$ cat src/rtl/sfp_pkg.sv
package sfp_pkg;

  // Receive FIFO and USB bulk packet sizing
  localparam int FIFO_DEPTH  = 64;
  localparam int PACKET_SIZE = 64;

  localparam int PTR_W = $clog2(FIFO_DEPTH);
  localparam int CNT_W = $clog2(FIFO_DEPTH + 1);
  localparam int LEN_W = $clog2(PACKET_SIZE);

  localparam int BYTE_W    = 8;
  localparam int PKTLEN_W  = 6;
  localparam int THRESH_W  = 7;
  localparam int IDLE_W    = 8;

  // Register map, word index into the APB window
  localparam logic [1:0] REG_FLUSH_THRESHOLD = 2'd0;
  localparam logic [1:0] REG_IDLE_POLL_LIMIT = 2'd1;
  localparam logic [1:0] REG_BRIDGE_ENABLED  = 2'd2;

  localparam logic [THRESH_W-1:0] FLUSH_THRESHOLD_RST = THRESH_W'(32);
  localparam logic [IDLE_W-1:0]   IDLE_POLL_LIMIT_RST = IDLE_W'(20);

  // Input word kinds
  typedef enum logic [1:0] {
    OP_RX_BYTE   = 2'd0,
    OP_POLL      = 2'd1,
    OP_PKT_SENT  = 2'd2,
    OP_BUS_RESET = 2'd3
  } op_t;

  typedef enum logic {
    ST_IDLE,
    ST_STREAM
  } state_t;

  typedef struct packed {
    logic [THRESH_W-1:0] flush_threshold;
    logic [IDLE_W-1:0]   idle_poll_limit;
    logic                bridge_enabled;
  } cfg_t;

  // One FIFO read issued toward the output stage
  typedef struct packed {
    logic                en;
    logic [PTR_W-1:0]    addr;
    logic                last;
    logic [PKTLEN_W-1:0] len;
  } rd_req_t;

endpackage

$ cat src/rtl/sfp_ram.sv
module sfp_ram #(
  parameter int WIDTH = 8,
  parameter int DEPTH = 64
) (
  input  logic                     clk,
  input  logic                     we,
  input  logic [$clog2(DEPTH)-1:0] waddr,
  input  logic [WIDTH-1:0]         wdata,
  input  logic                     re,
  input  logic [$clog2(DEPTH)-1:0] raddr,
  output logic [WIDTH-1:0]         rdata
);

  logic [WIDTH-1:0] mem [DEPTH];
  logic [WIDTH-1:0] rdata_r;

  always_ff @(posedge clk) begin
    if (we) begin
      mem[waddr] <= wdata;
    end
    // read data holds while re is low
    if (re) begin
      rdata_r <= mem[raddr];
    end
  end

  assign rdata = rdata_r;

endmodule

$ cat src/rtl/sfp_cfg.sv
module sfp_cfg
  import sfp_pkg::*;
(
  input  logic        clk,
  input  logic        rst_n,
  input  logic        psel,
  input  logic        penable,
  input  logic        pwrite,
  input  logic [3:0]  paddr,
  input  logic [31:0] pwdata,
  output logic [31:0] prdata,
  output logic        pready,
  output cfg_t        cfg
);

  cfg_t       cfg_r;
  cfg_t       cfg_nxt;
  logic       wr_en;
  logic [1:0] reg_idx;

  assign pready  = 1'b1;
  assign wr_en   = psel & penable & pwrite;
  assign reg_idx = paddr[3:2];

  // register writes, masked to register width
  always_comb begin
    cfg_nxt = cfg_r;
    if (wr_en) begin
      unique case (reg_idx)
        REG_FLUSH_THRESHOLD: cfg_nxt.flush_threshold = pwdata[THRESH_W-1:0];
        REG_IDLE_POLL_LIMIT: cfg_nxt.idle_poll_limit = pwdata[IDLE_W-1:0];
        REG_BRIDGE_ENABLED:  cfg_nxt.bridge_enabled  = pwdata[0];
        default: ;
      endcase
    end
  end

  always_ff @(posedge clk) begin
    if (!rst_n) begin
      cfg_r.flush_threshold <= FLUSH_THRESHOLD_RST;
      cfg_r.idle_poll_limit <= IDLE_POLL_LIMIT_RST;
      cfg_r.bridge_enabled  <= 1'b0;
    end else begin
      cfg_r <= cfg_nxt;
    end
  end

  // read mux
  always_comb begin
    unique case (reg_idx)
      REG_FLUSH_THRESHOLD: prdata = 32'(cfg_r.flush_threshold);
      REG_IDLE_POLL_LIMIT: prdata = 32'(cfg_r.idle_poll_limit);
      REG_BRIDGE_ENABLED:  prdata = 32'(cfg_r.bridge_enabled);
      default:             prdata = '0;
    endcase
  end

  assign cfg = cfg_r;

endmodule

$ cat src/rtl/sfp_ctrl.sv
module sfp_ctrl
  import sfp_pkg::*;
(
  input  logic              clk,
  input  logic              rst_n,
  input  logic              in_valid,
  output logic              in_ready,
  input  op_t               in_op,
  input  logic [BYTE_W-1:0] in_byte,
  input  cfg_t              cfg,
  input  logic              rd_ready,
  output rd_req_t           rd,
  output logic              ram_we,
  output logic [PTR_W-1:0]  ram_waddr,
  output logic [BYTE_W-1:0] ram_wdata
);

  localparam int TH_W = (CNT_W > THRESH_W) ? CNT_W : THRESH_W;
  localparam int L_W  = (CNT_W > LEN_W) ? CNT_W : LEN_W;

  state_t               state_r, state_nxt;
  logic [PTR_W-1:0]     wptr_r, wptr_nxt;
  logic [PTR_W-1:0]     rptr_r, rptr_nxt;
  logic [CNT_W-1:0]     fill_r, fill_nxt;
  logic                 busy_r, busy_nxt;
  logic [IDLE_W-1:0]    idle_r, idle_nxt;
  logic [LEN_W-1:0]     remain_r, remain_nxt;
  logic [PKTLEN_W-1:0]  pkt_len_r, pkt_len_nxt;

  logic                 fifo_full;
  logic                 flush_hit;
  logic [L_W-1:0]       start_len;
  logic [L_W-1:0]       fill_ext;
  logic [L_W-1:0]       len_cap;

  function automatic logic [PTR_W-1:0] ptr_inc(input logic [PTR_W-1:0] p);
    return (p == PTR_W'(FIFO_DEPTH - 1)) ? '0 : p + PTR_W'(1);
  endfunction

  assign fifo_full = (fill_r == CNT_W'(FIFO_DEPTH));
  assign flush_hit = (idle_r > cfg.idle_poll_limit) ||
                     (TH_W'(fill_r) >= TH_W'(cfg.flush_threshold));

  // packet length: fill count capped at one short of the endpoint size
  assign fill_ext  = L_W'(fill_r);
  assign len_cap   = L_W'(PACKET_SIZE - 1);
  assign start_len = (fill_ext < len_cap) ? fill_ext : len_cap;

  assign ram_waddr = wptr_r;
  assign ram_wdata = in_byte;

  // sequencer: take words while idle, pop one byte a cycle while streaming and rd_ready is high
  always_comb begin
    state_nxt   = state_r;
    wptr_nxt    = wptr_r;
    rptr_nxt    = rptr_r;
    fill_nxt    = fill_r;
    busy_nxt    = busy_r;
    idle_nxt    = idle_r;
    remain_nxt  = remain_r;
    pkt_len_nxt = pkt_len_r;
    ram_we      = 1'b0;
    rd          = '0;
    in_ready    = 1'b0;
    unique case (state_r)
      ST_IDLE: begin
        in_ready = 1'b1;
        if (in_valid) begin
          case (in_op) inside
            OP_RX_BYTE: begin
              if (!fifo_full) begin
                ram_we   = 1'b1;
                wptr_nxt = ptr_inc(wptr_r);
                fill_nxt = fill_r + CNT_W'(1);
              end
            end
            OP_POLL: begin
              if (cfg.bridge_enabled && (fill_r != '0) && !busy_r) begin
                if (flush_hit) begin
                  busy_nxt    = 1'b1;
                  idle_nxt    = '0;
                  remain_nxt  = LEN_W'(start_len);
                  pkt_len_nxt = PKTLEN_W'(start_len);
                  state_nxt   = ST_STREAM;
                end else if (idle_r != '1) begin
                  idle_nxt = idle_r + IDLE_W'(1);
                end
              end
            end
            OP_PKT_SENT, OP_BUS_RESET: begin
              busy_nxt = 1'b0;
            end
            default: ;
          endcase
        end
      end
      ST_STREAM: begin
        if (rd_ready) begin
          rd.en      = 1'b1;
          rd.addr    = rptr_r;
          rd.last    = (remain_r == LEN_W'(1));
          rd.len     = pkt_len_r;
          rptr_nxt   = ptr_inc(rptr_r);
          fill_nxt   = fill_r - CNT_W'(1);
          remain_nxt = remain_r - LEN_W'(1);
          if (remain_r == LEN_W'(1)) begin
            state_nxt = ST_IDLE;
          end
        end
      end
      default: state_nxt = ST_IDLE;
    endcase
  end

  always_ff @(posedge clk) begin
    if (!rst_n) begin
      state_r  <= ST_IDLE;
      wptr_r   <= '0;
      rptr_r   <= '0;
      fill_r   <= '0;
      busy_r   <= 1'b0;
      idle_r   <= '0;
      remain_r <= '0;
    end else begin
      state_r  <= state_nxt;
      wptr_r   <= wptr_nxt;
      rptr_r   <= rptr_nxt;
      fill_r   <= fill_nxt;
      busy_r   <= busy_nxt;
      idle_r   <= idle_nxt;
      remain_r <= remain_nxt;
    end
  end

  always_ff @(posedge clk) begin
    pkt_len_r <= pkt_len_nxt;
  end

  // checks
  a_fill_bound: assert property (@(posedge clk) disable iff (!rst_n)
    fill_r <= CNT_W'(FIFO_DEPTH))
    else $error("fill count beyond FIFO depth");

  a_empty_ptrs: assert property (@(posedge clk) disable iff (!rst_n)
    fill_r == '0 |-> wptr_r == rptr_r)
    else $error("empty FIFO with pointers apart");

  a_read_busy: assert property (@(posedge clk) disable iff (!rst_n)
    rd.en |-> busy_r && fill_r != '0)
    else $error("FIFO read outside a packet or from empty FIFO");

  a_last_ends: assert property (@(posedge clk) disable iff (!rst_n)
    rd.en && rd.last |=> state_r == ST_IDLE)
    else $error("stream did not end after last byte");

endmodule

$ cat src/rtl/serial_rx_fifo_packetizer.sv
// Serial receive FIFO to USB bulk packetizer, one bridge channel.
//
// Input channel in_*: one word per event. in_tuser carries the kind (serial
// byte, poll tick, packet sent, bus reset), in_tdata the received byte.
// Output channel out_*: one word per packet byte, oldest byte first; tlast
// marks the final byte and tdata carries the packet length on every byte.
// Configuration: APB registers flush threshold (0x0), idle poll limit
// (0x4) and bridge enable (0x8); pready is tied high.
//
// Input words are taken only while idle. A flushing poll holds in_tready
// low while its bytes are read through the FIFO memory's single read port,
// one byte per cycle unless out_* stalls; the first byte passes the state,
// memory read and output registers. A stalled receiver stops the FIFO reads
// and the packet resumes without loss once out_tready returns.
// Reset (rst_n, synchronous) empties the FIFO, clears the busy flag and the
// idle counter and loads the register defaults; the FIFO memory needs no
// clearing pass, so input is taken right after reset.
module serial_rx_fifo_packetizer
  import sfp_pkg::*;
(
  input  logic        clk,
  input  logic        rst_n,
  input  logic        in_tvalid,
  output logic        in_tready,
  input  logic [7:0]  in_tdata,   // [7:0] rx_byte
  input  logic [1:0]  in_tuser,   // [1:0] op
  output logic        out_tvalid,
  input  logic        out_tready,
  output logic [15:0] out_tdata,  // [7:0] packet_byte, [13:8] packet_length
  output logic        out_tlast,
  input  logic        cfg_psel,
  input  logic        cfg_penable,
  input  logic        cfg_pwrite,
  input  logic [3:0]  cfg_paddr,
  input  logic [31:0] cfg_pwdata,
  output logic [31:0] cfg_prdata,
  output logic        cfg_pready
);

  cfg_t                cfg;
  rd_req_t             rd;
  logic                rd_ready;
  logic                ram_we;
  logic [PTR_W-1:0]    ram_waddr;
  logic [BYTE_W-1:0]   ram_wdata;
  logic [BYTE_W-1:0]   ram_rdata;

  // read data stage (memory output) and output register
  logic                dout_valid_r, dout_valid_nxt;
  logic                dout_last_r;
  logic [PKTLEN_W-1:0] dout_len_r;
  logic                out_valid_r, out_valid_nxt;
  logic [BYTE_W-1:0]   out_byte_r;
  logic                out_last_r;
  logic [PKTLEN_W-1:0] out_len_r;
  logic                consume;

  sfp_cfg u_cfg (
    .clk     (clk),
    .rst_n   (rst_n),
    .psel    (cfg_psel),
    .penable (cfg_penable),
    .pwrite  (cfg_pwrite),
    .paddr   (cfg_paddr),
    .pwdata  (cfg_pwdata),
    .prdata  (cfg_prdata),
    .pready  (cfg_pready),
    .cfg     (cfg)
  );

  sfp_ctrl u_ctrl (
    .clk       (clk),
    .rst_n     (rst_n),
    .in_valid  (in_tvalid),
    .in_ready  (in_tready),
    .in_op     (op_t'(in_tuser)),
    .in_byte   (in_tdata),
    .cfg       (cfg),
    .rd_ready  (rd_ready),
    .rd        (rd),
    .ram_we    (ram_we),
    .ram_waddr (ram_waddr),
    .ram_wdata (ram_wdata)
  );

  sfp_ram #(
    .WIDTH (BYTE_W),
    .DEPTH (FIFO_DEPTH)
  ) u_fifo_ram (
    .clk   (clk),
    .we    (ram_we),
    .waddr (ram_waddr),
    .wdata (ram_wdata),
    .re    (rd.en),
    .raddr (rd.addr),
    .rdata (ram_rdata)
  );

  // memory data moves on when the output register is free or draining
  assign consume  = dout_valid_r && (!out_valid_r || out_tready);
  assign rd_ready = !dout_valid_r || consume;

  always_comb begin
    dout_valid_nxt = dout_valid_r;
    if (rd.en) begin
      dout_valid_nxt = 1'b1;
    end else if (consume) begin
      dout_valid_nxt = 1'b0;
    end
    out_valid_nxt = out_valid_r;
    if (consume) begin
      out_valid_nxt = 1'b1;
    end else if (out_tready) begin
      out_valid_nxt = 1'b0;
    end
  end

  always_ff @(posedge clk) begin
    if (!rst_n) begin
      dout_valid_r <= 1'b0;
      out_valid_r  <= 1'b0;
    end else begin
      dout_valid_r <= dout_valid_nxt;
      out_valid_r  <= out_valid_nxt;
    end
  end

  // payload registers
  always_ff @(posedge clk) begin
    if (rd.en) begin
      dout_last_r <= rd.last;
      dout_len_r  <= rd.len;
    end
    if (consume) begin
      out_byte_r <= ram_rdata;
      out_last_r <= dout_last_r;
      out_len_r  <= dout_len_r;
    end
  end

  assign out_tvalid = out_valid_r;
  assign out_tlast  = out_last_r;
  assign out_tdata  = {2'b00, out_len_r, out_byte_r};

  a_no_overrun: assert property (@(posedge clk) disable iff (!rst_n)
    dout_valid_r && !consume |-> !rd.en)
    else $error("FIFO read overwrote pending read data");

endmodule

$ cat config.mk
export PLATFORM = sky130hd
export DESIGN_NAME = serial_rx_fifo_packetizer
export DESIGN_NICKNAME = d
export VERILOG_FILES = /design/src/rtl/sfp_pkg.sv /design/src/rtl/sfp_ram.sv /design/src/rtl/sfp_cfg.sv /design/src/rtl/sfp_ctrl.sv /design/src/rtl/serial_rx_fifo_packetizer.sv
export SDC_FILE = /design/constraint.sdc
export NUM_CORES = 1
export LEC_CHECK = 0
export ABC_CLOCK_PERIOD_IN_PS = 5400
export BUFFER_PORTS_ARGS = -buffer_cell sky130_fd_sc_hd__buf_2
export CORE_MARGIN = 2
export CORE_UTILIZATION = 50
export CTS_BUF_LIST = sky130_fd_sc_hd__clkbuf_16
export DETAILED_ROUTE_END_ITERATION = 12
export PLACE_DENSITY_LB_ADDON = 0.05
export SETUP_SLACK_MARGIN = 0.02
export SYNTH_ARGS = -nofsm -noshare
export SYNTH_HDL_FRONTEND = slang
export SYNTH_SLANG_ARGS = --single-unit
$ cat constraint.sdc
create_clock -name clk -period 5.4 [get_ports clk]
set_clock_uncertainty 0.2 [all_clocks]
set_input_delay 1.08 -clock clk [delete_from_list [all_inputs] [get_ports clk]]
set_output_delay 1.08 -clock clk [all_outputs]
set_load 0.03 [all_outputs]
======== Yosys cells after proc, flatten, opt, wreduce, memory -nomap -nowiden ========
Memory sizes are Yosys's and may differ from the RTL's. A register that Yosys moved wholly into a read port is not among the register bits.
Index checks and enable logic that the tools add are counted.
word-level totals
  register bits ........................... 81
  latch bits .............................. 0
  memory bits (writable) .................. 512
  ROM bits ................................ 0
  input bits .............................. 53
  memories ................................ 1
memory list
  name            words  bits a word  rd ports  clocked after Yosys merged registers in  write ports  line           text
  u_fifo_ram.mem  64     8            1         1                                        1            sfp_ram.sv:14  logic [WIDTH-1:0] mem [DEPTH];
operators by class
  add/subtract/negate cells ............... 6
  multiply operators ...................... 0
  div/mod/pow operators ................... 0
  order comparisons ....................... 3
  eq/ne operators ......................... 20
  shift-type cells ........................ 0
  multiplexer cells ....................... 43
  bitwise gates (word level) .............. 5
  reduce and logical (&&, ||, !) cells .... 27
operator list
  kind                   number
  $mux W6                9
  $mux W14               2
  $mux W7                4
  $pmux W8 S3            1
  $reduce_and A6 Y1      4
  $mux W1                22
  $mux W8                2
  $pmux W7 S2            1
  $add A6 B1 Y6 const B  2
  $eq A6 B6 Y1 const B   2
  $pmux W6 S2            1
  $ne A2 B1 Y1 const B   5
  $ne A2 B2 Y1 const B   5
  $add A8 B1 Y8 const B  1
  $gt A8 B8 Y1           1
  $ne A8 B8 Y1 const B   1
  $reduce_and A2 Y1      4
  $reduce_and A4 Y1      2
  $reduce_bool A2 Y1     4
  $add A7 B1 Y7 const B  1
  $eq A7 B7 Y1 const B   1
  $ge A7 B7 Y1           1
  $lt A7 B6 Y1 const B   1
  $reduce_bool A7 Y1     1
  13 further kinds       26

======== Logic depth before layout (Yosys ltp) ========
Gate-level depths: netlist of run 1.
  depth after elaboration ................. 8
  depth in mapped cells ................... 10

======== Hierarchy ========
Synthesis of run 1 repeated with hierarchy kept, for this count alone.
second synthesis, totals
  cell total of the unflattened synthesis .. 1406
  area, all modules ....................... 24741.2 µm²
modules (own cells, without submodules)
  module                     instances  cells each  area each (µm²)
  sfp_ram                    1          940         20246.9
  sfp_ctrl                   1          321         2720.1
  sfp_cfg                    1          112         1013.5
  serial_rx_fifo_packetizer  1          33          760.7

======== Worst setup path before layout of run 1 ========
Ideal clock, no wire load.
  path type ............................... input to output
  start point ............................. in cfg_paddr[2]
  end point ............................... out cfg_prdata[7]
  arrival time ............................ 2.224 ns
  data required time ...................... 4.120 ns
  setup slack ............................. 1.896 ns
  stages .................................. 2
  cells stage by stage .................... buf_1 nor3b_1
on the way
  longest elaborated chain between the ends .. 2
ends and longest elaborated chain
  what                                  line                             text
  start, declared                       serial_rx_fifo_packetizer.sv:34  input logic [3:0] cfg_paddr,
  $eq A2 B2 Y1 (tied with other cells)  sfp_cfg.sv:50                    unique case (reg_idx)
  $pmux W8 S3 *                         sfp_cfg.sv:50
  end, declared                         serial_rx_fifo_packetizer.sv:36  output logic [31:0] cfg_prdata,
Every way passes the cells marked *; elsewhere a longest branch is shown, timed or not.

======== Final worst setup path of run 1 ========
  start point ............................. reg u_ctrl.state_r
  end point ............................... mem u_fifo_ram.mem[23][3], enable pin
on the way
  longest elaborated chain between the ends .. 3
ends and longest elaborated chain
  what                           line             text
  start, declared                sfp_ctrl.sv:21   state_t state_r, state_nxt;
  start signal, assigned         sfp_ctrl.sv:125  state_r <= state_nxt;
  $mux W1                        sfp_ctrl.sv:65   unique case (state_r)
  $mux W1                        sfp_ram.sv:18    if (we) begin
  $mux W1 (not written as such)  sfp_ram.sv:19    mem[waddr] <= wdata;
  end, declared                  sfp_ram.sv:14
No other way between the ends.

==> results.toml, run 1 <==
[logic_synthesis]
postSynthCellCount = 1696
ys_types = 69
synth_top_family_by_area = "simple AND/OR/NAND/NOR gates"
synth_top_cell_area_share_pct = 66.2
synth_edf_count = 548
synth_area_leaders = "edfxtp_1 (66%), mux4_2 (5.1%), dfxtp_1 (4.3%)"
synth_seq_area_share_pct = 70.5
synth_top_cell_by_area = "edfxtp_1"
synth_xor_area_share_pct = 0.423
syn_avg_cell_area_um2 = 14.7
postSynth.asyncResetShare_pct = 0
synth_compound_area_share_pct = 7.88
synth_ff_type = "edfxtp_1"
synth_warnings = 0
ys_ff_latch = 601
netlist_area_um2 = 24900
synth.mux.area_fraction_pct = 6.92
yosys.area_share.adder_pct = 1.34
synth-simple-area-share_pct = 9.97

[power_and_ir_drop]
internal-power_mw = 7.68
powerDensity_nw_per_um2 = 345
p_sw_share_pct = 20.0
p_clk_share_pct = 45.4
peakVddDrop_uv = 238
seq_power_share_pct = 52.9
pwr-share-comb_pct = 1.8
p_leak_nw = 8.95
p_switching_mw = 1.92

[grt]
overflow = 0
grt_pass1_vias = 13700
grt_max_degree = 70
grt_pass1_wl_um = 85600
antenna_found_initial = 1
grt_usage_pct = 22.8

[floorplan]
start_util_pct = 50.7
die_area_um2 = 51500
die_w_um = 227
die_h_um = 227
coreArea_um2 = 49100
placementRows = 81
boundaryPins = 105

[setup_path]
critical_path_class = "flip-flop to flip-flop"
r2r_end = "u_fifo_ram.mem[23][3]"
worstSetupStartpoint = "u_ctrl.state_r"
reg2reg_depth = 5
r2r-start = "u_ctrl.state_r"
cp_data_arrival_time_ns = 3.77
reg2reg_setup_slack_ns = 1.67
crit_end = "u_fifo_ram.mem[23][3]"
required_ns = 5.44
cp-start-kind = "flip-flop"
critPathCaptureType = "flip-flop"
cp_max_fo = 20

[placed_design]
gp_congestion = 0.817
hpwlAfterDp_um = 35200
placed_cell_area_um2 = 25700
numPortBuffers = 51

[route]
wl_per_cell_um = 23.4
ant_nets = 0
avgViaCountPerCell = 5.75
routed_wl_um = 57700
dr.pass1.iters = 5
vias = 14100
drc = 0
drt_iter0_drc = 1327

[cts]
clkTransAtPathRegs_ns = 0.06
cts_root_buf = "clkbuf_16"
clock_latency_ns = 0.63
cts_tree = "yes"
cts_resized = 0
cts_buffers = 61
postCtsSetupBuffers = 0
clock_path_buffers = 3
cts_num_sinks = 601
cts_hold_buf = 0
htreeDepth = 2

[cells_and_area]
area_growth_pct = 11.9
diodes = 0
fin_area_um2 = 27800
fin_nets = 1823
drive_gt1_share_pct = 15.5
fillers = 3960

[min_path]
min_path_type = "flip-flop to flip-flop"

[sta]
fin_crit_ns = 3.73
fin_setup_tns_ns = 0
worst_pin_slew_ns = 1.17
setup-violations-final = 0
fmax_mhz = 268
hold_viol_final = 0
period_share_pct = 69.1
rsz0062_at_grt = "no"
max-slew-margin-rel_pct = 21.6
maxSlewViolCount = 0

[status]
status = "finished, final reports clean"

[job]
maxCapViolCount = 0
==> layout make-up <==
class | instances | area [um^2] | share of cell area, %
clock buffer | 63 | 1580 | 5.67
clock inverter | 51 | 498 | 1.79
inverter | 30 | 113 | 0.405
multi-input combinational | 965 | 6730 | 24.2
sequential | 601 | 17500 | 63.0
tap | 664 | 831 | 2.99
timing repair buffer | 85 | 548 | 1.97
==> registers in the layout (all words and copies together) (netlist names) <==
register / flops
u_fifo_ram.mem: 512
u_ctrl.idle_r: 8
dout_len_r: 6
out_len_r: 6
u_ctrl.remain_r: 6
u_ctrl.rptr_r: 6
out_tlast: 1
u_ctrl.state_r: 1
u_ctrl.busy_r: 1
u_ctrl.ram_waddr: 6
u_fifo_ram.rdata: 8
u_cfg.cfg: 16
dout_last_r: 1
dout_valid_r: 1
out_byte_r: 8
u_ctrl.fill_ext: 7
u_ctrl.pkt_len_r: 6
out_tvalid: 1
==> worst min path at each step <==
stage / from / endpoint / cells after the start / slack (ns)
2_1_floorplan: u_fifo_ram.rdata[0] / out_byte_r[0] / 0 / 0.20
3_3_place_gp: dout_len_r[1] / out_len_r[1] / 0 / 0.20
3_5_place_dp: dout_len_r[0] / out_len_r[0] / 0 / 0.21
4_1_cts: dout_len_r[3] / out_len_r[3] / 0 / 0.22
5_1_grt: dout_len_r[3] / out_len_r[3] / 0 / 0.22
6_report: dout_len_r[3] / out_len_r[3] / 0 / 0.22
==> logic make-up (layout without fill, tap and decap cells) <==
kind of cell,Yosys count,count (layout)
other cells,2,27
fa+ha+maj,26,26
buf+inv,155,229
flops,601,601
xor+xnor,12,12
compound gates,292,292
mux,101,101
simple gates,507,507
==> placed cells by master, fill, tap and decap left out, types with 6 or more instances in the layout <==
cell / instances
and3_1: 12
xnor2_1: 9
clkbuf_16: 63
clkinv_1: 10
dfxtp_1: 50
inv_1: 40
and2_1: 6
nand3_1: 46
a31oi_1: 7
a211oi_1: 122
nor4_1: 12
o21ai_0: 19
a22oi_1: 7
mux2i_1: 38
edfxtp_1: 548
buf_2: 51
a21oi_1: 86
clkinv_2: 15
o21a_1: 8
nor2b_1: 76
mux4_2: 56
ha_1: 25
buf_4: 31
nand2_1: 166
nor2_1: 100
nand4_1: 8
o211ai_1: 11
mux2_2: 7
nor3_1: 26
nor3b_1: 8
a21boi_0: 7
nor2_2: 7
conb_1: 27
bufinv_16: 10
==> per-layer routing <==
layer	up-vias	wire length, um	global-route usage (%)	share of wire (%)
met1	7164	27600	35.8	48
met4	2	986	5.59	1.7
li1	6516	-	-	-
met2	383	25300	33.0	44
met5	-	10	0	0.017
met3	73	3690	4.12	6.4
==> worst max-delay path, cell delays in order (launching register included) <==
cell and delay (ns):
dfxtp_1 0.55, or3b_4 0.54, a311o_2 0.46, nor2_1 0.20, nand3_1 0.54, nor2_1 0.85
==> per-stage QoR <==
| stage | power (mW) | cells | util [%] | setup slack, ns | hold slack [ns] |
|---|---|---|---|---|---|
| final | 9.60 | 2459 | 56.7 | 1.67 | 0.221 |
| after global routing | 9.85 | 2459 | 56.7 | 1.49 | 0.222 |
| after CTS | 9.67 | 2459 | 56.7 | 1.68 | 0.224 |
| after detailed placement | 5.34 | 2345 | 52.5 | 1.21 | 0.207 |
| after global placement | 5.34 | 2345 | 52.5 | 1.25 | 0.205 |
| after floorplan | 5.26 | 1721 | - | 1.90 | 0.200 |
==> power by group through the flow <==
stage / registers [mW] / clock network [mW] / logic (mW)
detailed placement: 5.17 / 0 / 0.171
finish: 5.07 / 4.36 / 0.171
CTS: 5.07 / 4.42 / 0.172
global placement: 5.17 / 0 / 0.167
floorplan: 5.17 / 0 / 0.0855
global route: 5.07 / 4.59 / 0.185
==> Yosys cell counts (8+ instances only) <==
cell type,count
dfxtp_1,53
a211oi_1,122
nand3_1,46
nor2b_1,76
buf_2,24
and2_1,8
nor3b_1,8
buf_1,15
nand4_1,8
xnor2_1,9
nor2_1,101
mux4_2,56
o21a_1,8
a21oi_1,86
ha_1,25
inv_1,30
buf_4,28
and3_1,12
nand2_1,168
clkbuf_1,56
o211ai_1,11
edfxtp_1,548
nor3_1,28
o21ai_0,19
mux2i_1,38
nor4_1,12
(Power assumes the default switching activity.)
==> inputs of run 2 (changes only) <==
ABC_CLOCK_PERIOD_IN_PS = 3640   (was 5400)
clock period = 3.64 ns   (was 5.4 ns; I/O delays follow)
==> results.toml, run 2 (synthesis results as in run 1) <==
[sta]
max-slew-margin-rel_pct = 27.4
period_share_pct = 89.9
fmax_mhz = 305
setup_slack_ns = 0.367
setup-violations-final = 0
rsz0062_at_grt = "no"
hold_viol_final = 0
fin_crit_ns = 3.27
maxSlewViolCount = 0
fin_setup_tns_ns = 0
worst_pin_slew_ns = 1.09

[cts]
cts_num_sinks = 601
cts_resized = 0
clkTransAtPathRegs_ns = 0.06
cts_tree = "yes"
cts_buffers = 61
clock_path_buffers = 3
postCtsSetupBuffers = 0
cts_root_buf = "clkbuf_16"
clock_latency_ns = 0.63
htreeDepth = 2
cts_hold_buf = 0

[route]
drt_iter0_drc = 1277
drc = 0
dr.pass1.iters = 5
vias = 14500
wl_per_cell_um = 22.7
routed_wl_um = 57900
avgViaCountPerCell = 5.66
ant_nets = 0

[grt]
antenna_found_initial = 1
grt_pass1_vias = 14100
overflow = 0
grt_usage_pct = 22.9
grt_max_degree = 121
grt_pass1_wl_um = 86900

[cells_and_area]
layout_common_cells = "edfxtp_1 (548), nand2_1 (166), a211oi_1 (122)"
area_growth_pct = 14.8
diodes = 0
fin_nets = 1920
final_common_cell = "edfxtp_1"
largest_register = "u_fifo_ram.mem"
fin_cells = 2555
drive_gt1_share_pct = 19.4
largest_register_ffs = 512

[placed_design]
numPortBuffers = 51
gp_congestion = 0.830
hpwlAfterDp_um = 36900
place_ws_ns = 0.230
place_inst = 2442

[setup_path]
critPathCaptureType = "flip-flop"
reg2reg_setup_slack_ns = 0.37
required_ns = 3.95
cp_max_fo = 18
cp-start-kind = "flip-flop"
cp_data_arrival_time_ns = 3.58
critical_path_class = "flip-flop to flip-flop"

[power_and_ir_drop]
p_sw_share_pct = 20.4
finalPower_mw = 13.9
powerDensity_nw_per_um2 = 486
pwr-share-comb_pct = 1.9
seq_power_share_pct = 54.3
internal-power_mw = 11.0
p_clk_share_pct = 43.8
peakVddDrop_uv = 487
p_switching_mw = 2.83
p_leak_nw = 9.43

[floorplan]
die_w_um = 227
placementRows = 81
die_h_um = 227
start_util_pct = 50.7
coreArea_um2 = 49100
die_area_um2 = 51500
boundaryPins = 105

[status]
status = "finished, final reports clean"

[min_path]
min_path_type = "primary input to flip-flop"

[job]
maxCapViolCount = 0
==> run 2: cell count changes in the layout (fill, tap and decap cells not counted), sizes merged <==
cell | previous run | this run
buf | 85 | 182
clkinvlp | 4 | 5
clkinv | 26 | 28
inv | 41 | 43
bufinv | 10 | 6
clkbuf | 63 | 61
==> run 2: power by group through the flow <==
| stage | clock (mW) | sequential, mW | combinational (mW) |
|---|---|---|---|
| CTS | 6.19 | 7.53 | 0.266 |
| finish | 6.07 | 7.53 | 0.264 |
| global placement | 0 | 7.67 | 0.259 |
| detailed placement | 0 | 7.67 | 0.266 |
| floorplan | 0 | 7.68 | 0.127 |
| global route | 6.44 | 7.53 | 0.288 |
==> run 2: critical path: stages (launching register included) <==
cell and delay (ns):
dfxtp_1 0.77, inv_1 0.13, buf_4 0.22, nor3_2 0.21
buf_4 0.30, buf_4 0.22, nand2_1 0.07, nand3_1 0.22
nor3_1 0.10, nor4_1 0.50, buf_4 0.19
==> run 2: per-layer routing <==
layer | share of wire, % | wire length, um | vias up | GRT usage (%)
met3 | 4.9 | 2840 | 72 | 2.67
met1 | 48 | 28000 | 7252 | 35.7
met2 | 45 | 25900 | 415 | 34.5
met5 | 0 | 0 | - | 0
met4 | 1.9 | 1120 | 0 | 6.18
li1 | - | - | 6720 | -
==> run 2: final timing paths <==
path	startpoint	end	cells past startpoint
setup / recovery	u_ctrl.state_r	u_fifo_ram.rdata[3]	10
hold / removal	cfg_pwdata[5]	u_cfg.cfg[14]	3
setup reg to reg	u_ctrl.state_r	u_fifo_ram.rdata[3]	10
hold reg to reg	u_fifo_ram.rdata[2]	out_byte_r[2]	0
==> run 2: stage by stage <==
step / hold slack, ns / area (um^2) / util, %
after global routing: 0.148 / 28500 / 58.2
after detailed placement: 0.205 / 26600 / 54.2
final: 0.145 / 28500 / 58.2
after CTS: 0.117 / 28500 / 58.2
after floorplan: 0.200 / 24900 / -
after global placement: 0.204 / 26600 / 54.2
==> run 2: final cells by class <==
type,instances,area (um^2)
Multi-Input combinational cell,965,6720
Clock inverter,52,420
Inverter,30,113
Sequential cell,601,17500
Clock buffer,61,1530
Timing Repair Buffer,182,1400
Tap cell,664,831
Fill cell,3931,20500
